[src/rtl/bgd_pkg.sv]
// Package with shared types, constants and helpers of the bilinear grid deposit block.
`default_nettype none
package bgd_pkg;

    localparam int MAX_CELLS  = 63;
    localparam int FRAC_BITS  = 16;
    localparam int ACC_WIDTH  = 40;
    localparam int OUT_W      = 40;
    localparam int CELL_W     = 6;
    localparam int POS_W      = FRAC_BITS + 1;
    localparam int ROW_W      = CELL_W + 1;
    localparam int NODE_COUNT = (MAX_CELLS + 1) * (MAX_CELLS + 1);
    localparam int ADDR_W     = $clog2(NODE_COUNT);
    localparam int W_W        = FRAC_BITS + 1;
    localparam int SCL_W      = POS_W + CELL_W;
    localparam int PROD_W     = 2 * POS_W;
    localparam int WORD_W     = ACC_WIDTH + 1;
    localparam int QDEPTH     = 4;
    localparam int QPTR_W     = $clog2(QDEPTH);
    localparam int QCNT_W     = QPTR_W + 1;
    localparam int CFG_IDX_W  = 1;

    localparam logic [POS_W-1:0]     ONE_FX  = POS_W'(1) << FRAC_BITS;
    localparam logic [PROD_W-1:0]    HALF_FX = PROD_W'(1) << (FRAC_BITS - 1);
    localparam logic [ACC_WIDTH-1:0] ACC_MAX = {ACC_WIDTH{1'b1}};

    localparam logic [CFG_IDX_W-1:0] REG_CELLS_X = 1'd0;
    localparam logic [CFG_IDX_W-1:0] REG_CELLS_Y = 1'd1;

    localparam logic OP_DEPOSIT = 1'b0;
    localparam logic OP_READ    = 1'b1;

    typedef struct packed {
        logic              op;
        logic [POS_W-1:0]  pos_x;
        logic [POS_W-1:0]  pos_y;
        logic [ADDR_W-1:0] node_index;
    } bgd_req_t;

    typedef struct packed {
        logic [OUT_W-1:0] node_value;
        logic             saturated;
    } bgd_res_t;

    typedef struct packed {
        logic                      op;
        logic [ADDR_W-1:0]         node_index;
        logic [ADDR_W-1:0]         base;
        logic [ROW_W-1:0]          row;
        logic [3:0][W_W-1:0]       w;
    } bgd_ent_t;

    typedef struct packed {
        logic clearing;
    } bgd_stat_t;

    typedef enum logic [2:0] {
        B_CLEAR,
        B_IDLE,
        B_ADDR,
        B_UPD,
        B_RDW
    } bgd_state_t;

    function automatic logic [CELL_W-1:0] eff_cells(input logic [CELL_W-1:0] c);
        logic [CELL_W-1:0] r;
        r = c;
        if (c == '0)
            r = CELL_W'(1);
        else if (int'(c) > MAX_CELLS)
            r = CELL_W'(MAX_CELLS);
        return r;
    endfunction

endpackage
`default_nettype wire

[src/rtl/bgd_front.sv]
// Front end: cell location and bilinear weight computation over two registered stages.
`default_nettype none
module bgd_front (
    input  wire logic                         clk,
    input  wire logic                         rst_n,
    input  wire logic                         accept,
    input  wire bgd_pkg::bgd_req_t            req,
    input  wire logic [bgd_pkg::CELL_W-1:0]   cells_x,
    input  wire logic [bgd_pkg::CELL_W-1:0]   cells_y,
    input  wire logic [bgd_pkg::QCNT_W-1:0]   q_count,
    output logic                              ready,
    output logic                              q_push,
    output bgd_pkg::bgd_ent_t                 q_ent
);
    import bgd_pkg::*;

    logic              s1_valid_reg, s1_valid_next;
    logic              s2_valid_reg, s2_valid_next;
    logic              s1_op_reg;
    logic [ADDR_W-1:0] s1_node_reg;
    logic [CELL_W-1:0] s1_i_reg, s1_j_reg;
    logic [POS_W-1:0]  s1_fx_reg, s1_fy_reg;
    logic [ROW_W-1:0]  s1_row_reg;
    bgd_ent_t          s2_ent_reg, s2_ent_next;

    logic [CELL_W-1:0] cx, cy, ci, cj;
    logic [POS_W-1:0]  px, py, fx, fy;
    logic [SCL_W-1:0]  sx, sy;
    logic [ROW_W-1:0]  hx, hy;
    logic [POS_W-1:0]  gx, gy;
    logic [PROD_W-1:0] p0, p1, p2, p3;
    logic [2*ROW_W-1:0] jrow;

    // Room is reserved in the queue for every item already in the two stages.
    assign ready = (QCNT_W'(q_count) + QCNT_W'(s1_valid_reg) + QCNT_W'(s2_valid_reg))
                   < QCNT_W'(QDEPTH);

    always_comb
    begin
        cx = eff_cells(cells_x);
        cy = eff_cells(cells_y);
        px = (req.pos_x > ONE_FX) ? ONE_FX : req.pos_x;
        py = (req.pos_y > ONE_FX) ? ONE_FX : req.pos_y;
        sx = SCL_W'(px) * SCL_W'(cx);
        sy = SCL_W'(py) * SCL_W'(cy);
        hx = sx[SCL_W-1:FRAC_BITS];
        hy = sy[SCL_W-1:FRAC_BITS];
        ci = (hx > ROW_W'(cx - 1'b1)) ? (cx - 1'b1) : hx[CELL_W-1:0];
        cj = (hy > ROW_W'(cy - 1'b1)) ? (cy - 1'b1) : hy[CELL_W-1:0];
        fx = POS_W'(sx - (SCL_W'(ci) << FRAC_BITS));
        fy = POS_W'(sy - (SCL_W'(cj) << FRAC_BITS));
    end

    always_comb
    begin
        gx = ONE_FX - s1_fx_reg;
        gy = ONE_FX - s1_fy_reg;
        p0 = PROD_W'(gx) * PROD_W'(gy) + HALF_FX;
        p1 = PROD_W'(s1_fx_reg) * PROD_W'(gy) + HALF_FX;
        p2 = PROD_W'(gx) * PROD_W'(s1_fy_reg) + HALF_FX;
        p3 = PROD_W'(s1_fx_reg) * PROD_W'(s1_fy_reg) + HALF_FX;
        jrow = (2*ROW_W)'(s1_j_reg) * (2*ROW_W)'(s1_row_reg) + (2*ROW_W)'(s1_i_reg);
        s2_ent_next.op         = s1_op_reg;
        s2_ent_next.node_index = s1_node_reg;
        s2_ent_next.row        = s1_row_reg;
        s2_ent_next.base       = jrow[ADDR_W-1:0];
        s2_ent_next.w[0]       = p0[FRAC_BITS +: W_W];
        s2_ent_next.w[1]       = p1[FRAC_BITS +: W_W];
        s2_ent_next.w[2]       = p2[FRAC_BITS +: W_W];
        s2_ent_next.w[3]       = p3[FRAC_BITS +: W_W];
        s1_valid_next = accept;
        s2_valid_next = s1_valid_reg;
    end

    always_ff @(posedge clk or negedge rst_n)
    begin
        if (!rst_n)
        begin
            s1_valid_reg <= 1'b0;
            s2_valid_reg <= 1'b0;
        end
        else
        begin
            s1_valid_reg <= s1_valid_next;
            s2_valid_reg <= s2_valid_next;
        end
    end

    always_ff @(posedge clk)
    begin
        if (accept)
        begin
            s1_op_reg   <= req.op;
            s1_node_reg <= req.node_index;
            s1_i_reg    <= ci;
            s1_j_reg    <= cj;
            s1_fx_reg   <= fx;
            s1_fy_reg   <= fy;
            s1_row_reg  <= ROW_W'(cx) + 1'b1;
        end
        if (s1_valid_reg)
            s2_ent_reg <= s2_ent_next;
    end

    assign q_push = s2_valid_reg;
    assign q_ent  = s2_ent_reg;

endmodule
`default_nettype wire

[config.mk]
export PLATFORM = sky130hd
export DESIGN_NAME = bgd_front
export DESIGN_NICKNAME = d
export VERILOG_FILES = /design/src/rtl/bgd_pkg.sv /design/src/rtl/bgd_front.sv
export SDC_FILE = /design/constraint.sdc
export NUM_CORES = 2
export LEC_CHECK = 0
export BUFFER_PORTS_ARGS = -buffer_cell sky130_fd_sc_hd__buf_4
export CAP_MARGIN = 0
export CORE_MARGIN = 8
export CORE_UTILIZATION = 65
export CTS_CLUSTER_SIZE = 8
export DETAILED_ROUTE_END_ITERATION = 12
export GPL_ROUTABILITY_DRIVEN = 0
export PLACE_DENSITY = 0.94
export SLEW_MARGIN = 10
export SYNTH_ARGS = -nofsm -noshare
export SYNTH_HDL_FRONTEND = slang
export SYNTH_SLANG_ARGS = --single-unit
[constraint.sdc]
create_clock -name clk -period 19.1 [get_ports clk]
set_clock_uncertainty 0.2 [all_clocks]
set_input_delay 3.82 -clock clk [delete_from_list [all_inputs] [get_ports clk]]
set_output_delay 3.82 -clock clk [all_outputs]
set_load 0.05 [all_outputs]
* Yosys cells after proc, flatten, opt, wreduce, memory -nomap -nowiden
Index checks and enable logic that the tools add are counted.
** Storage, ports and cells
- Input port bits :: 65
- Register bits after elaboration :: 168
- Logic and storage cells :: 53
- Output and inout port bits :: 102
** Cells by class
- Order comparisons :: 5
- Multiplexer cells :: 6
- Reductions and logical operators :: 2
- $add $sub $neg :: 16
- Multipliers :: 7
** Operator list (number)
- adder 33 x 16 -> 33 bit (second input constant) :: 4
- multiplier 17 x 17 -> 33 bit :: 4
- multiplier 17 x 6 -> 23 bit :: 2
- > comparator 17 bit (second input constant) :: 2
- 2-to-1 mux 17 bit :: 2
- subtractor 17 bit :: 2
- subtractor 17 bit (first input constant) :: 2
- 2-to-1 mux 6 bit :: 4
- > comparator 7 bit :: 2
- subtractor 6 x 1 -> 7 bit (second input constant) :: 2
- adder 12 x 6 -> 12 bit :: 1
- zero test 6 bit :: 2
- multiplier 6 x 7 -> 12 bit :: 1
- subtractor 6 x 1 -> 6 bit (second input constant) :: 2
- adder 6 x 1 -> 7 bit (second input constant) :: 1
- adder 3 x 1 -> 3 bit :: 2
- < comparator 3 bit (second input constant) :: 1

* Depth between registers and ports, before layout
- Depth after elaboration :: 6
- Gate-level depth with buffers :: 34
- Mapped depth without buffers :: 32

* Worst setup path after synthesis
OpenSTA, ideal clock, no wires.
- Kind :: input port to flip-flop
- Start :: input port cells_x[2] (netlist name)
- End :: register s1_i_reg[3], data pin
- Data required time :: 18.646 ns
- Stages :: 32
- Path slack :: 8.902 ns
- Arrival :: 9.744 ns
- Setup time :: 0.254 ns
- Path buffers :: 2
- Cell sequence :: clkbuf_1 > or3_1 > nor2_1 > a21oi_1 > nor2_1 > and2_1 > fa_1 > inv_1 > fa_1 > fa_1 > inv_1 > ha_1 > nor2b_1 > o21ai_0 > a21boi_0 > o21ai_0 > a211oi_1 > o31ai_1 > nor2b_1 > nor2_1 > xnor2_1 > ha_1 > nor2b_1 > o21a_1 > o21ai_0 > nand2b_1 > a21oi_1 > nor2b_1 > o21ai_0 > a21oi_1 > clkbuf_1 > o21a_1
** On the way
- Cells in the longest elaborated chain, start to end :: 5
- Elaborated cells between the ends (all ways) :: 7
- Classes of those cells :: add/sub (2); mul (1); order compare (1); mux (2); reduce/logical (1)
** RTL lines
- start, declared :: RTL line bgd_front.sv:8 : input wire logic [bgd_pkg::CELL_W-1:0] cells_x,
- zero test 6 bit :: RTL line bgd_pkg.sv:68 : if (c == '0)
- 2-to-1 mux 6 bit * :: RTL line bgd_pkg.sv:68
- multiplier 17 x 6 -> 23 bit / subtractor 6 x 1 -> 7 bit (equally long branches) :: RTL line bgd_front.sv:44, bgd_front.sv:48
- > comparator 7 bit :: RTL line bgd_front.sv:48 : ci = (hx > ROW_W'(cx - 1'b1)) ? (cx - 1'b1) : hx[CELL_W-1:0];
- 2-to-1 mux 6 bit * :: RTL line bgd_front.sv:48
- via ci[3] :: RTL line bgd_front.sv:26 : logic [CELL_W-1:0] cx, cy, ci, cj;
- end signal, assigned :: RTL line bgd_front.sv:95 : s1_i_reg <= ci;
- end, declared :: RTL line bgd_front.sv:21 : logic [CELL_W-1:0] s1_i_reg, s1_j_reg;
The timed path passes the listed nets; every way through them passes the cells marked *.
A chain may end at the register's enable or synchronous reset.

* Worst setup path in the final report
- Start :: input port cells_x[2] (netlist name)
- End :: register s1_i_reg[1], data pin
Same word-level chain as after synthesis.

==> impl_metrics.sql <==
INSERT INTO impl_metrics (metric_group, metric, value, unit) VALUES
('timing', 'setup-violations-final', '0', ''),
('timing', 'finalHoldViolations', '0', ''),
('cells_and_area', 'layout.area.seq', '5040', 'µm²'),
('worst_setup_path', 'setup.worst_path.class', 'input port to flop', ''),
('worst_setup_path', 'cpMostUsedCell', 'o21ai_0', ''),
('routing', 'met3RoutedLength', '14400', 'µm'),
('grt', 'first_global_vias', '43100', ''),
('run_status', 'outcome', 'complete, no violations', ''),
('routing', 'drt_drc_violations_left', '0', ''),
('cells_and_area', 'fillerInstances', '4733', ''),
('cells_and_area', 'layout-drive-gt1-share', '5.93', '%'),
('worst_setup_path', 'timing.critical_path.max_delay_family', 'compound AO/OA/AOI/OAI gates', ''),
('worst_setup_path', 'r2r_path_start', 's1_fx_reg[1]$_DFFE_PP_', ''),
('clock_tree', 'tritoncts', 'built', ''),
('timing', 'slew_headroom', '19.7', '%'),
('worst_setup_path', 'timing.critical_path.from', 'cells_x[2]', ''),
('worst_setup_path', 'path_buf_inv', '4', ''),
('routing', 'wirelength_met1', '43200', 'µm'),
('routing', 'post_drt_wl_per_cell', '20.3', 'µm'),
('routing', 'top_metal_used', 'met5', ''),
('clock_tree', 'clock_tree.root_cell', 'clkbuf_16', ''),
('clock_tree', 'clk_transition_reported_paths', '80', 'ps'),
('routing', 'drt_first_pass_iters', '11', ''),
('yosys', 'synthArstFlopShare', '1.19', '%'),
('timing', 'worstMarginPinSlew', '1200', 'ps'),
('yosys', 'synthesis.area', '49900', 'µm²'),
('clock_tree', 'cts_inserted_buffers', '17', ''),
('routing', 'routed_via_density', '5.93', ''),
('placement', 'dp_hpwl', '100000', 'µm'),
('worst_setup_path', 'timing.critical_path.fanout_max', '16', ''),
('min_path', 'worstHoldStart', 's1_op_reg$_DFFE_PP_', ''),
('yosys', 'yosysUniqueCellTypes', '74', ''),
('routing', 'detail-route-antenna-nets', '0', ''),
('routing', 'wl_met2', '62800', 'µm'),
('timing', 'rsz0062_at_grt', 'no', ''),
('floorplan', 'coreArea', '75900', 'µm²'),
('timing', 'timing.final.crit_period', '11480', 'ps'),
('grt', 'global_router_s_overall_resource_usage', '31.0', '%'),
('cells_and_area', 'largest_reg_flops', '100', ''),
('timing', 'fin_tns_setup', '0', 'ps'),
('yosys', 'synth_warnings', '0', ''),
('clock_tree', 'hold_buffers', '0', ''),
('floorplan', 'start_util', '65.7', '%'),
('worst_setup_path', 'cp-end-kind', 'flop', ''),
('clock_tree', 'cts_buffer_depth', '2', ''),
('grt', 'initial_antenna_violation_count', '4', ''),
('worst_setup_path', 'cp_data_arrival_time', '11540', 'ps'),
('worst_setup_path', 'cp_slowest_cell', 'nor2_1', ''),
('yosys', 'number_of_flops_mapped_to_enable_cells_by_yosys', '166', ''),
('yosys', 'ys_seq_elements', '168', ''),
('yosys', 'syn-num-nets', '7034', ''),
('clock_tree', 'buffers_inserted_by_post_cts_timing_repair', '0', ''),
('yosys', 'post-synth-top-area-fraction', '41.6', '%'),
('yosys', 'synth_area_per_cell', '9.28', 'µm²'),
('routing', 'wirelength', '130000', 'µm'),
('clock_tree', 'cts.sinks', '168', ''),
('routing', 'routed-via-count', '38100', ''),
('yosys', 'yosysTopAreaCell', 'fa_1', ''),
('floorplan', 'fp-row-count', '101', ''),
('routing', 'violation_count_after_the_first_detailed_route_iteration', '3350', ''),
('placement', 'port_buffers', '166', ''),
('grt', 'grt_first_pass_wirelength', '213000', 'µm'),
('yosys', 'synth_top_cells_by_area', 'fa_1, ha_1, edfxtp_1', ''),
('grt', 'global_route.overflow_total', '0', ''),
('cells_and_area', 'syn_to_final_growth', '6.20', '%'),
('yosys', 'synthesis.instances', '5373', ''),
('timing', 'drv_slew', '0', ''),
('timing', 'final_min_period_over_clock_period', '60.1', '%'),
('floorplan', 'chipHeight', '293', 'µm'),
('worst_setup_path', 'critical_path.startpoint_type', 'input port', ''),
('clock_tree', 'clk-insertion-delay-late', '510', 'ps');
cell usage in the layout, fill, tap and decap left out, types with 6 or more instances in the layout:
| cell | Yosys | routed |
|---|---|---|
| clkbuf_16 | 0 | 17 |
| xor2_1 | 52 | 44 |
| nand3_1 | 26 | 26 |
| nand2b_1 | 25 | 25 |
| xnor2_2 | 1 | 14 |
| edfxtp_1 | 166 | 166 |
| nor2b_1 | 31 | 31 |
| xor2_2 | 1 | 6 |
| o21a_1 | 26 | 26 |
| a21boi_0 | 6 | 6 |
| buf_4 | 1 | 230 |
| xnor2_4 | 0 | 8 |
| inv_1 | 1279 | 1279 |
| o21bai_1 | 9 | 9 |
| and3_1 | 8 | 8 |
| nor2_1 | 128 | 128 |
| or3_1 | 13 | 13 |
| nand4_1 | 8 | 8 |
| nor3_1 | 31 | 31 |
| or2_2 | 8 | 8 |
| nand2_1 | 782 | 782 |
| xnor2_1 | 117 | 96 |
| a21oi_1 | 67 | 67 |
| o31ai_1 | 7 | 7 |
| nor4_1 | 19 | 19 |
| ha_1 | 559 | 559 |
| and2_1 | 580 | 580 |
| a211oi_1 | 10 | 10 |
| fa_1 | 1037 | 1037 |
| clkinv_8 | 0 | 7 |
| o21ai_0 | 40 | 40 |
| a21o_1 | 25 | 25 |
cells by family after synthesis:
logic type               synth area share, %
AO/OA/AOI/OAI                           3.29
XOR/XNOR                                3.03
adder cells (fa/ha/maj)                 55.6
buffers and inverters                   11.4
flip-flops                              10.1
multiplexers                          0.0828
AND/OR/NAND/NOR                         16.4
per-layer routing:
metal  global-route usage (%)  vias to the layer above
li1                         -                    15900
met1                     35.5                    18600
met2                     51.6                     2722
met3                     7.44                      852
met4                     20.7                        6
met5                        0                        -
synth_stat cells, types with 6 or more instances:
cell type and n:
a211oi_1 10, a21boi_0 6, a21o_1 25, a21oi_1 67
and2_1 580, and3_1 8, buf_1 11, clkbuf_1 221
edfxtp_1 166, fa_1 1037, ha_1 559, inv_1 1279
nand2_1 782, nand2b_1 25, nand3_1 26, nand4_1 8
nor2_1 128, nor2b_1 31, nor3_1 31, nor4_1 19
o21a_1 26, o21ai_0 40, o21bai_1 9, o31ai_1 7
or2_2 8, or3_1 13, xnor2_1 117, xor2_1 52
metrics by stage:
step           hold WS [ps]  instance area [µm²]  utilization [%]  cells  setup WS (ps)
3_3_place_gp            200                52300             68.9   6397           7730
6_report                222                53000             69.7   6431           7620
3_5_place_dp            205                52300             68.9   6397           7320
5_1_grt                 233                53000             69.7   6429           7180
4_1_cts                 222                53000             69.7   6429           7840
2_1_floorplan           200                49900                -   5373           8900
area by class of cell:
type                            count  area share, %
Sequential cell                   168           9.51
Clock buffer                       17          0.803
Multi-Input combinational cell   3690           74.5
Timing Repair Buffer              230           3.26
Clock inverter                     15          0.371
Antenna cell                        2        0.00945
Inverter                         1279           9.06
Tap cell                         1030           2.43
final timing paths:
kind	slack, ps	depth (start not counted)	endpoint
worst max-delay path	7620	27	s1_i_reg[1]$_DFFE_PP_
worst min-delay path	220	0	q_ent[99]$_DFFE_PP_
worst max register to register	9070	30	q_ent[16]$_DFFE_PP_
worst min register to register	220	0	q_ent[99]$_DFFE_PP_
max in group asynchronous	15720	1	s1_valid_reg$_DFF_PN0_
min in group asynchronous	2880	1	s1_valid_reg$_DFF_PN0_
Power is left out: the tool's default activity adds up to more than one toggle a clock period on the data nets, which glitch-free logic cannot reach.
