`config.mk`:
```
export PLATFORM = sky130hd
export DESIGN_NAME = bgd_queue
export DESIGN_NICKNAME = d
export VERILOG_FILES = /design/src/rtl/bgd_pkg.sv /design/src/rtl/bgd_queue.sv
export SDC_FILE = /design/constraint.sdc
export NUM_CORES = 1
export LEC_CHECK = 0
export BUFFER_PORTS_ARGS = -buffer_cell sky130_fd_sc_hd__buf_2
export CORE_MARGIN = 8
export CORE_UTILIZATION = 64
export CTS_BUF_LIST = sky130_fd_sc_hd__clkbuf_8
export DETAILED_ROUTE_END_ITERATION = 10
export GPL_TIMING_DRIVEN = 0
export PLACE_DENSITY = 0.88
export SYNTH_ARGS = -nofsm -noshare
export SYNTH_HDL_FRONTEND = slang
export SYNTH_SLANG_ARGS = --single-unit
```
`constraint.sdc`:
```
create_clock -name clk -period 5.2 [get_ports clk]
set_input_delay 1.04 -clock clk [delete_from_list [all_inputs] [get_ports clk]]
set_output_delay 1.04 -clock clk [all_outputs]
set_load 0.02 [all_outputs]
```
`src/rtl/bgd_pkg.sv`:
```
// Package with shared types, constants and helpers of the bilinear grid deposit block.
`default_nettype none
package bgd_pkg;

    localparam int MAX_CELLS  = 63;
    localparam int FRAC_BITS  = 16;
    localparam int ACC_WIDTH  = 40;
    localparam int OUT_W      = 40;
    localparam int CELL_W     = 6;
    localparam int POS_W      = FRAC_BITS + 1;
    localparam int ROW_W      = CELL_W + 1;
    localparam int NODE_COUNT = (MAX_CELLS + 1) * (MAX_CELLS + 1);
    localparam int ADDR_W     = $clog2(NODE_COUNT);
    localparam int W_W        = FRAC_BITS + 1;
    localparam int SCL_W      = POS_W + CELL_W;
    localparam int PROD_W     = 2 * POS_W;
    localparam int WORD_W     = ACC_WIDTH + 1;
    localparam int QDEPTH     = 4;
    localparam int QPTR_W     = $clog2(QDEPTH);
    localparam int QCNT_W     = QPTR_W + 1;
    localparam int CFG_IDX_W  = 1;

    localparam logic [POS_W-1:0]     ONE_FX  = POS_W'(1) << FRAC_BITS;
    localparam logic [PROD_W-1:0]    HALF_FX = PROD_W'(1) << (FRAC_BITS - 1);
    localparam logic [ACC_WIDTH-1:0] ACC_MAX = {ACC_WIDTH{1'b1}};

    localparam logic [CFG_IDX_W-1:0] REG_CELLS_X = 1'd0;
    localparam logic [CFG_IDX_W-1:0] REG_CELLS_Y = 1'd1;

    localparam logic OP_DEPOSIT = 1'b0;
    localparam logic OP_READ    = 1'b1;

    typedef struct packed {
        logic              op;
        logic [POS_W-1:0]  pos_x;
        logic [POS_W-1:0]  pos_y;
        logic [ADDR_W-1:0] node_index;
    } bgd_req_t;

    typedef struct packed {
        logic [OUT_W-1:0] node_value;
        logic             saturated;
    } bgd_res_t;

    typedef struct packed {
        logic                      op;
        logic [ADDR_W-1:0]         node_index;
        logic [ADDR_W-1:0]         base;
        logic [ROW_W-1:0]          row;
        logic [3:0][W_W-1:0]       w;
    } bgd_ent_t;

    typedef struct packed {
        logic clearing;
    } bgd_stat_t;

    typedef enum logic [2:0] {
        B_CLEAR,
        B_IDLE,
        B_ADDR,
        B_UPD,
        B_RDW
    } bgd_state_t;

    function automatic logic [CELL_W-1:0] eff_cells(input logic [CELL_W-1:0] c);
        logic [CELL_W-1:0] r;
        r = c;
        if (c == '0)
            r = CELL_W'(1);
        else if (int'(c) > MAX_CELLS)
            r = CELL_W'(MAX_CELLS);
        return r;
    endfunction

endpackage
`default_nettype wire

```
`src/rtl/bgd_queue.sv`:
```
// Short queue of prepared requests between the front end and the back end.
`default_nettype none
module bgd_queue (
    input  wire logic                        clk,
    input  wire logic                        rst_n,
    input  wire logic                        push,
    input  wire bgd_pkg::bgd_ent_t           din,
    input  wire logic                        pop,
    output bgd_pkg::bgd_ent_t                head,
    output logic                             nonempty,
    output logic [bgd_pkg::QCNT_W-1:0]       count
);
    import bgd_pkg::*;

    bgd_ent_t          slot_reg [QDEPTH];
    logic [QPTR_W-1:0] wr_reg, wr_next;
    logic [QPTR_W-1:0] rd_reg, rd_next;
    logic [QCNT_W-1:0] cnt_reg, cnt_next;

    always_comb
    begin
        wr_next  = push ? wr_reg + 1'b1 : wr_reg;
        rd_next  = pop ? rd_reg + 1'b1 : rd_reg;
        cnt_next = cnt_reg + QCNT_W'(push) - QCNT_W'(pop);
    end

    always_ff @(posedge clk or negedge rst_n)
    begin
        if (!rst_n)
        begin
            wr_reg  <= '0;
            rd_reg  <= '0;
            cnt_reg <= '0;
        end
        else
        begin
            wr_reg  <= wr_next;
            rd_reg  <= rd_next;
            cnt_reg <= cnt_next;
        end
    end

    always_ff @(posedge clk)
    begin
        if (push)
            slot_reg[wr_reg] <= din;
    end

    assign head     = slot_reg[rd_reg];
    assign nonempty = (cnt_reg != '0);
    assign count    = cnt_reg;

endmodule
`default_nettype wire

```
== After elaboration in Yosys (flattened, before gate mapping) ==
Memory sizes are Yosys's and may differ from the RTL's.
Cells that the tools add are included.
Operators by class
  add/subtract/negate cells: 4
  multipliers: 0
  divide/modulo/power cells: 0
  order comparisons: 0
  equal/unequal tests: 0
  shift operators: 0
  multiplexer cells: 2
  bitwise gates (word level): 0
  reductions and logical operators: 1
Operators with widths (number)
  2-bit by 1-bit adder with 2-bit output (second input constant): 2
  3-bit by 1-bit adder with 3-bit output: 1
  3-bit nonzero test: 1
  3-bit by 1-bit subtractor with 3-bit output: 1
  1-bit 2-to-1 mux: 2
Word-level totals
  flip-flop bits (word level): 7
  bits in latches: 0
  bits in writable memories: 400
  memory bits (read-only): 0
  input port bits: 104
  word-level logic and storage cells: 11
  memories: 1
Memory list
  slot_reg: words 4, width 100, rd ports 1, clocked after Yosys merged registers in 0, write ports 1, RTL line bgd_queue.sv:15  | bgd_ent_t slot_reg [QDEPTH];

== Depth between registers and ports, before layout ==
Gate-level depths: netlist of run 1.
  word-level depth: 2
  depth in mapped cells: 7
  gate-level depth less buffers: 7

== Least setup slack after synthesis of run 1 ==
Ideal clock, no wire load.
  path kind: in2reg
  from: in push
  to: mem slot_reg[0][0] in the netlist's numbering, enable pin
  setup time: 0.470 ns
  arrival time: 3.349 ns
  data required time: 4.730 ns
  setup slack: 1.381 ns
  stages: 1
  path buffers: 0
  cell sequence: and2_1
On the way
  longest elaborated chain between the ends: 2
RTL lines
  start: declaration: RTL line bgd_queue.sv:6  | input wire logic push,
  1-bit 2-to-1 mux: RTL line bgd_queue.sv:45  | if (push)
  1-bit 2-to-1 mux (not written as such): RTL line bgd_queue.sv:46  | slot_reg[wr_reg] <= din;
  end: declaration: RTL line bgd_queue.sv:15
Every way passes these cells.

==> flow_summary.yaml, run 1 <==
status:
  outcome: "completed"
power_and_ir_drop:
  p_leak_nw: 6.11
  p_per_area_nw_per_um2: 580
  power_w: 0.0101
  irDropWorstVdd_uv: 425
finish:
  layout-area-overhead-vs-synth_pct: 17.6
  fillers: 1173
  drive_above_1_share: 0.466
  largest_reg_flops: 400
  post-route-cell-area_um2: 17400
  final_core_util: 0.767
  finalNetCount: 938
grt:
  antenna_found_initial: 3
  grt_max_degree: 54
  grt_pass1_vias: 7623
  grt_pass1_wl_um: 42900
  grt.total_usage: 0.200
  grt-ovfl-total: 0
route:
  drc_errors: 0
  drt_first_pass_iters: 4
  vias: 6769
  wl_per_cell_um: 23.9
  drtIter0Drc: 504
  viasPerCell: 5.83
  wl_um: 27800
  ant_nets: 0
worst_setup_path:
  critPathLaunchType: "flip-flop"
  cp.required_ps: 4160
  crit_type: "flip-flop to primary output"
  crit_fanout: 10
  cp-end-kind: "primary output"
  worst_ep_arrival_time_ps: 2150
synthesis:
  synth_area_per_cell_um2: 26.7
  ys_ff_latch: 407
  syn_nets: 666
  seq_area_frac_synth: 0.823
  netlist_instances: 555
  synth_cell_types: 16
  yosysWarnings: 0
  synth.cell_area_um2: 14800
clock_tree:
  cts_tree: "built"
  clock-sinks: 407
  clockBufferDepth: 3
  ctsHoldBuffers: 0
  htreeDepth: 2
  root_buffer: "clkbuf_8"
  postCtsResizedCells: 0
  clock_latency_ps: 580
  cts.clk_slew.worst_paths_ps: 60
  cts_buffers: 59
  post_cts_buffers: 0
floorplan:
  initial_core_util: 0.652
  top_level_ports: 208
  die_x_um: 168
  die_y_um: 168
  core_area_um2: 22700
  dieArea_um2: 28300
  rows: 55
timing:
  setup_viol: 0
  slew-limit-headroom: 0.468
  tightest_slew_ps: 798
  period_needed_ps: 3190
  fmax_ghz: 0.313
  skew_ps: 25.5
  hold_ws_ps: 282
  rsz0062_at_grt: "false"
  hold_viol: 0
  fin_crit_sh: 0.614
  setup_ws_ps: 2010
  report.final.slew_viol_count: 0
place:
  gp_congestion: 0.744
  dp_worst_setup_slack_ps: 2520
  hpwl_um: 18100
  port_buffers: 207
  place_area_um2: 16300
job:
  cap_violations: 0
min_path:
  min_path_type: "primary input to asynchronous set/reset pin"
cells in the mapped netlist:
cell	number	share of area
dfrtp_1	7	0.012
nand2_1	2	0.00051
fa_1	1	0.0014
o21ai_0	1	0.00034
mux4_2	100	0.15
edfxtp_1	400	0.81
clkbuf_1	1	0.00025
xnor2_1	2	0.0012
or3_1	1	0.00042
buf_6	9	0.0068
inv_1	6	0.0015
buf_4	2	0.0010
ha_1	6	0.0051
and2_1	4	0.0017
buf_2	10	0.0034
xor2_1	3	0.0018
layout make-up:
type | instances | area (um^2) | share of cell area
clock buffer | 64 | 881 | 0.0505
clock inverter | 46 | 215 | 0.0124
multi-input combinational | 120 | 2440 | 0.140
timing repair buffer | 211 | 1150 | 0.0658
antenna | 1 | 2.50 | 0.000144
inverter | 6 | 22.5 | 0.00129
tap | 285 | 357 | 0.0205
sequential | 407 | 12200 | 0.699
buffer | 22 | 170 | 0.00977
final timing paths:
check                                from               to  slack (ps)  cells after the start
worst max-delay path            rd_reg[0]         head[61]        2010                      4
worst min-delay path                rst_n         count[0]         280                      1
worst max register to register  wr_reg[1]  slot_reg[1][42]        3100                      4
worst min register to register   count[2]         count[2]         550                      1
max in group asynchronous           rst_n        wr_reg[0]        4760                      1
min in group clk                 count[2]         count[2]         550                      1
report_power, final:
part / switching [W] / internal (W)
combinational: 0.00198 / 0.00137
sequential: 0.000155 / 0.00429
clock: 0.00113 / 0.00118
total: 0.00326 / 0.00684
kinds of logic after synthesis:
group / synth area share
adders and majority gates: 0.00642
and+or+nand+nor: 0.00262
muxes: 0.152
AOI/OAI and AO/OA: 0.000338
DFF: 0.823
buffers and inverters: 0.0130
xor gates and xnor gates: 0.00296
routing by layer:
layer,vias to the layer above,global-route usage,part of all wire
met5,-,0,0.00083
met4,4,0.0586,0.018
met3,45,0.0557,0.072
met2,291,0.352,0.54
met1,3473,0.239,0.37
li1,2956,-,-
worst max-delay path, cell delays in order (launching register included):
cell,delay (ps)
dfrtp_1,400
buf_6,220
buf_6,210
mux4_2,540
buf_2,180
placed cells by master (no fill, tap or decap), types with 2 or more instances in the layout:
master      Yosys  final
and2_4          0      4
clkinv_1        0     17
inv_1           6     27
buf_2          10    217
nand2_1         2      2
xor2_1          3      3
buf_16          0      4
xnor2_1         2      2
clkinvlp_4      0      3
buf_4           2      2
buf_6           9      9
dfrtp_1         7      7
edfxtp_1      400    400
ha_1            6      6
clkinv_2        0      4
mux4_2        100    100
clkbuf_8        0     64
stage by stage:
stage | TNS, ps | instances
after floorplan | 0 | 555
after global placement | -71050 | 1047
after CTS | 0 | 1161
after detailed placement | 0 | 1051
final | 0 | 1162
after global routing | 0 | 1162
Power figures use the tool's default switching activity.
==> inputs of run 2 (changes only) <==
--- a/config.mk
+++ b/config.mk
@@ -7,11 +7,11 @@
 export LEC_CHECK = 0
 export BUFFER_PORTS_ARGS = -buffer_cell sky130_fd_sc_hd__buf_2
 export CORE_MARGIN = 8
-export CORE_UTILIZATION = 64
+export CORE_UTILIZATION = 53
 export CTS_BUF_LIST = sky130_fd_sc_hd__clkbuf_8
 export DETAILED_ROUTE_END_ITERATION = 10
 export GPL_TIMING_DRIVEN = 0
-export PLACE_DENSITY = 0.88
+export PLACE_DENSITY = 0.78
 export SYNTH_ARGS = -nofsm -noshare
 export SYNTH_HDL_FRONTEND = slang
 export SYNTH_SLANG_ARGS = --single-unit
==> constraint.sdc (replaced) <==
create_clock -name clk -period 2.78 [get_ports clk]
set_input_delay 0.556 -clock clk [delete_from_list [all_inputs] [get_ports clk]]
set_output_delay 0.556 -clock clk [all_outputs]
set_load 0.02 [all_outputs]
==> run 2 against run 1 <==
Final area increased by 0.64%. Count of clock-buffer cells in the layout decreased by 3. Sequential power increased by 86%. Clock skew decreased by 13 ps. Core utilization decreased by 13 points. Power increased by 85%. Critical path type unchanged. Largest power group unchanged.
==> flow_summary.yaml, run 2 (same netlist as run 1, synthesis figures left out) <==
status:
  outcome: "completed"
clock_tree:
  clock-sinks: 407
  htreeDepth: 2
  cts_buffers: 61
  clock_latency_ps: 570
  cts.clk_slew.worst_paths_ps: 60
  post_cts_buffers: 0
  clockBufferDepth: 3
  root_buffer: "clkbuf_8"
  cts_tree: "built"
power_and_ir_drop:
  irDropWorstVdd_uv: 602
  p_leak_nw: 6.10
  power_w: 0.0187
  p_per_area_nw_per_um2: 1070
worst_setup_path:
  worstRegToRegCells: 4
  worst_ep_arrival_time_ps: 2120
  crit_family: "buffers and inverters"
  crit_type: "flip-flop to primary output"
  crit_fanout: 10
  critPathLaunchType: "flip-flop"
  crit_chain: "buf_12 > buf_6 > mux4_2 > buf_2"
  path_buf_inv: 3
  cpMaxStageDelayCell: "mux4_2"
  cp.required_ps: 2220
  critPathMaxStageDelay_ps: 550
  cp-end-kind: "primary output"
  cp.depth: 4
  reg2reg_slack_ps: 750
place:
  port_buffers: 207
  place_area_um2: 16500
  hpwl_um: 17400
  gp_congestion: 0.691
  dp_worst_setup_slack_ps: 584
timing:
  setup_viol: 0
  fin_crit_sh: 0.964
  slew-limit-headroom: 0.516
  period_needed_ps: 2680
  rsz0062_at_grt: "true"
  hold_ws_ps: 198
  tightest_slew_ps: 726
  setup_ws_ps: 101
  hold_viol: 0
  skew_ps: 12.6
  fmax_ghz: 0.373
  fin_setup_tns_ps: 0
  report.final.slew_viol_count: 0
route:
  drc_errors: 0
  wl_per_cell_um: 22.1
  viasPerCell: 5.36
  drt_first_pass_iters: 4
  wl_um: 27800
  ant_nets: 0
  drtIter0Drc: 397
  vias: 6731
floorplan:
  rows: 61
  initial_core_util: 0.536
  top_level_ports: 208
  die_y_um: 183
  core_area_um2: 27600
  dieArea_um2: 33600
  die_x_um: 183
grt:
  grt_pass1_vias: 7347
  grt_max_degree: 58
  grt-ovfl-total: 0
  grt.total_usage: 0.163
  grt_pass1_wl_um: 41600
  antenna_found_initial: 4
job:
  cap_violations: 0
min_path:
  min_path_cells: 1
  min_path_type: "primary input to flip-flop"
finish:
  largest_reg_flops: 400
  layout_commonest_cell: "edfxtp_1"
  layout-area-overhead-vs-synth_pct: 18.4
  post-route-cell-area_um2: 17500
  finalNetCount: 943
  drive_above_1_share: 0.462
  fillers: 1879
  final_cell_mix: "edfxtp_1, buf_2, mux4_2"
-- run 2: worst register-to-register path, cell delays in order (launching register included) --
cell     delay, ps
dfrtp_1        420
inv_1          100
ha_1           140
and2_4         620
buf_16         390
-- run 2: final timing paths --
kind                            from              end
max                        rd_reg[0]         head[35]
min                          din[54]  slot_reg[2][54]
max reg2reg                wr_reg[0]  slot_reg[2][55]
min reg2reg                 count[2]         count[2]
max in group asynchronous      rst_n        rd_reg[1]
min in group asynchronous      rst_n         count[2]
-- run 2: routing by layer --
metal	wire (um)	up-vias	global-route usage	share of wire
met3	1880	47	0.0443	0.068
met4	497	6	0.0501	0.018
li1	-	2961	-	-
met1	11100	3509	0.198	0.40
met5	34	-	0	0.0012
met2	14300	208	0.283	0.51
-- run 2: metrics by stage --
stage                util  cells
detailed placement  0.597   1146
CTS                 0.635   1255
finish              0.635   1256
global route        0.635   1256
floorplan               -    555
global placement    0.591   1140
-- run 2: power by group --
group | leakage (nW) | total, W | internal (W) | switching (W)
clock network | 0.594 | 0.00408 | 0.00203 | 0.00206
logic | 1.75 | 0.00638 | 0.00262 | 0.00376
registers | 3.76 | 0.00827 | 0.00802 | 0.000254
-- run 2: area by class of cell --
type / instances / area, um^2 / share of cell area
tap: 378 / 473 / 0.0270
antenna: 1 / 2.50 / 0.000143
inverter: 6 / 22.5 / 0.00128
clock buffer: 61 / 840 / 0.0479
timing repair buffer: 214 / 1200 / 0.0682
sequential: 407 / 12200 / 0.695
multi-input combinational: 120 / 2440 / 0.139
buffer: 22 / 185 / 0.0106
clock inverter: 47 / 186 / 0.0106
-- run 2: what timing repair did --
item / 4_1_cts / 5_1_grt
hold buffers: 1 / 0
endpoints found under the hold margin: 7 / 0
setup endpoints to repair: 25 / 12
resized for setup: 4 / 0
==> inputs of run 3 (changes only) <==
==> constraint.sdc (replaced) <==
create_clock -name clk -period 2.2 [get_ports clk]
set_input_delay 0.44 -clock clk [delete_from_list [all_inputs] [get_ports clk]]
set_output_delay 0.44 -clock clk [all_outputs]
set_load 0.02 [all_outputs]
==> run 3 against run 2 <==
The flow now finishes with violations (setup timing). Highest routed layer unchanged. Combinational power rose by 37%. Routed wire length increased by 0.71%. Sequential share of layout area fell by 1.5 points. Count of clock-buffer cells in the layout is 2 higher. Die area is the same. Final cell count is 0.80% higher. Core utilization up 1.4 points. Clock power grew 36%. Power grew 32%. Setup slack got worse by 430 ps.
==> flow_summary.yaml, run 3 (same netlist as run 1, synthesis figures left out) <==
floorplan:
  core_area_um2: 27600
  rows: 61
  die_y_um: 183
  top_level_ports: 208
  initial_core_util: 0.536
  dieArea_um2: 33600
  die_x_um: 183
timing:
  report.final.slew_viol_count: 0
  tightest_slew_ps: 844
  skew_ps: 12.5
  slew-limit-headroom: 0.437
  hold_ws_ps: 78.3
  rsz0062_at_grt: "true"
  fmax_ghz: 0.396
  hold_viol: 0
  fin_crit_sh: 1.15
  setup_ws_ps: -326
  setup_viol: 100
  period_needed_ps: 2530
worst_setup_path:
  cp.depth: 4
  cpMaxStageDelayCell: "mux4_2"
  cp.required_ps: 1760
  critPathMaxStageDelay_ps: 540
  critPathLaunchType: "flip-flop"
  crit_fanout: 10
  crit_type: "flip-flop to primary output"
  path_buf_inv: 3
  crit_family: "buffers and inverters"
  crit_chain: "buf_12 > buf_8 > mux4_2 > buf_2"
  worstRegToRegCells: 3
  cp-end-kind: "primary output"
  worst_ep_arrival_time_ps: 2090
finish:
  post-route-cell-area_um2: 17900
  drive_above_1_share: 0.471
  finalNetCount: 948
  fillers: 1847
  final_cell_mix: "edfxtp_1, buf_2, mux4_2"
  layout-area-overhead-vs-synth_pct: 20.9
  stdcell_count: 1266
  n_antenna_cell: 0
  layout_commonest_cell: "edfxtp_1"
  largest_reg_flops: 400
clock_tree:
  htreeDepth: 2
  clock_latency_ps: 570
  cts.clk_slew.worst_paths_ps: 60
  cts_tree: "built"
  clockBufferDepth: 3
  clock-sinks: 407
  root_buffer: "clkbuf_8"
  cts_buffers: 61
power_and_ir_drop:
  irDropWorstVdd_uv: 862
  p_per_area_nw_per_um2: 1380
  p_leak_nw: 6.27
route:
  wl_um: 28000
  drtIter0Drc: 381
  ant_nets: 0
  drc_errors: 0
  wl_per_cell_um: 22.1
  vias: 6748
  drt_first_pass_iters: 4
  viasPerCell: 5.33
place:
  dp.cells: 1145
  port_buffers: 207
  gp_congestion: 0.682
  place_area_um2: 16500
  hpwl_um: 17000
  dp_worst_setup_slack_ps: 42.1
grt:
  grt.total_usage: 0.163
  grt_pass1_wl_um: 42000
  grt_pass1_vias: 7419
  antenna_found_initial: 5
  grt_max_degree: 57
  grt-ovfl-total: 0
min_path:
  min_path_cells: 1
  min_path_type: "primary input to flip-flop"
status:
  outcome: "complete, but fails checks"
  failed_checks: "setup timing"
job:
  cap_violations: 0
-- run 3: worst reg2reg max path, stage by stage (launching register included) --
cell and delay (ps):
dfrtp_1 400, ha_1 160, and2_4 610, buf_16 370
-- run 3: layout make-up --
| type | count | area, um^2 | area share |
|---|---|---|---|
| Clock buffer | 63 | 867 | 0.0484 |
| Timing Repair Buffer | 217 | 1370 | 0.0763 |
| Clock inverter | 51 | 265 | 0.0148 |
| Buffer | 22 | 275 | 0.0154 |
| Sequential cell | 407 | 12200 | 0.680 |
| Inverter | 6 | 22.5 | 0.00126 |
| Tap cell | 378 | 473 | 0.0264 |
| Multi-Input combinational cell | 122 | 2460 | 0.137 |
-- run 3: final timing paths --
kind / startpoint / end / slack [ps]
max in group asynchronous: rst_n / rd_reg[0] / 1810
hold reg to reg: count[2] / count[2] / 500
hold / removal: din[53] / slot_reg[2][53] / 80
setup / recovery: rd_reg[0] / head[98] / -330
setup reg to reg: wr_reg[0] / slot_reg[3][40] / 280
min in group asynchronous: rst_n / count[2] / 230
-- run 3: per-layer routing --
metal	routed length, um	GRT usage
met5	69	0
met4	371	0.0459
met3	1980	0.0479
met2	14100	0.268
met1	11500	0.211
-- run 3: what timing repair did --
| item | in CTS | in global routing |
|---|---|---|
| hold buffers | 1 | 0 |
| endpoints found under the setup margin | 100 | 172 |
| endpoints found under the hold margin | 7 | 0 |
| resized for setup | 46 | 23 |
| setup buffers | 3 | 0 |
| cloned | 1 | 2 |
-- run 3: per-stage QoR --
step | total power [W] | setup TNS, ps | util
floorplan | 0.0160 | 0 | -
finish | 0.0248 | -27370 | 0.648
detailed placement | 0.0188 | 0 | 0.596
global route | 0.0259 | -37490 | 0.648
CTS | 0.0250 | -34640 | 0.645
global placement | 0.0186 | -54110 | 0.591
-- run 3: power by group --
part	internal [W]	switching [W]	total, W
Sequential	0.0101	0.000315	0.0105
Combinational	0.00389	0.00488	0.00877
Clock	0.00289	0.00267	0.00556
Total	0.0169	0.00787	0.0248
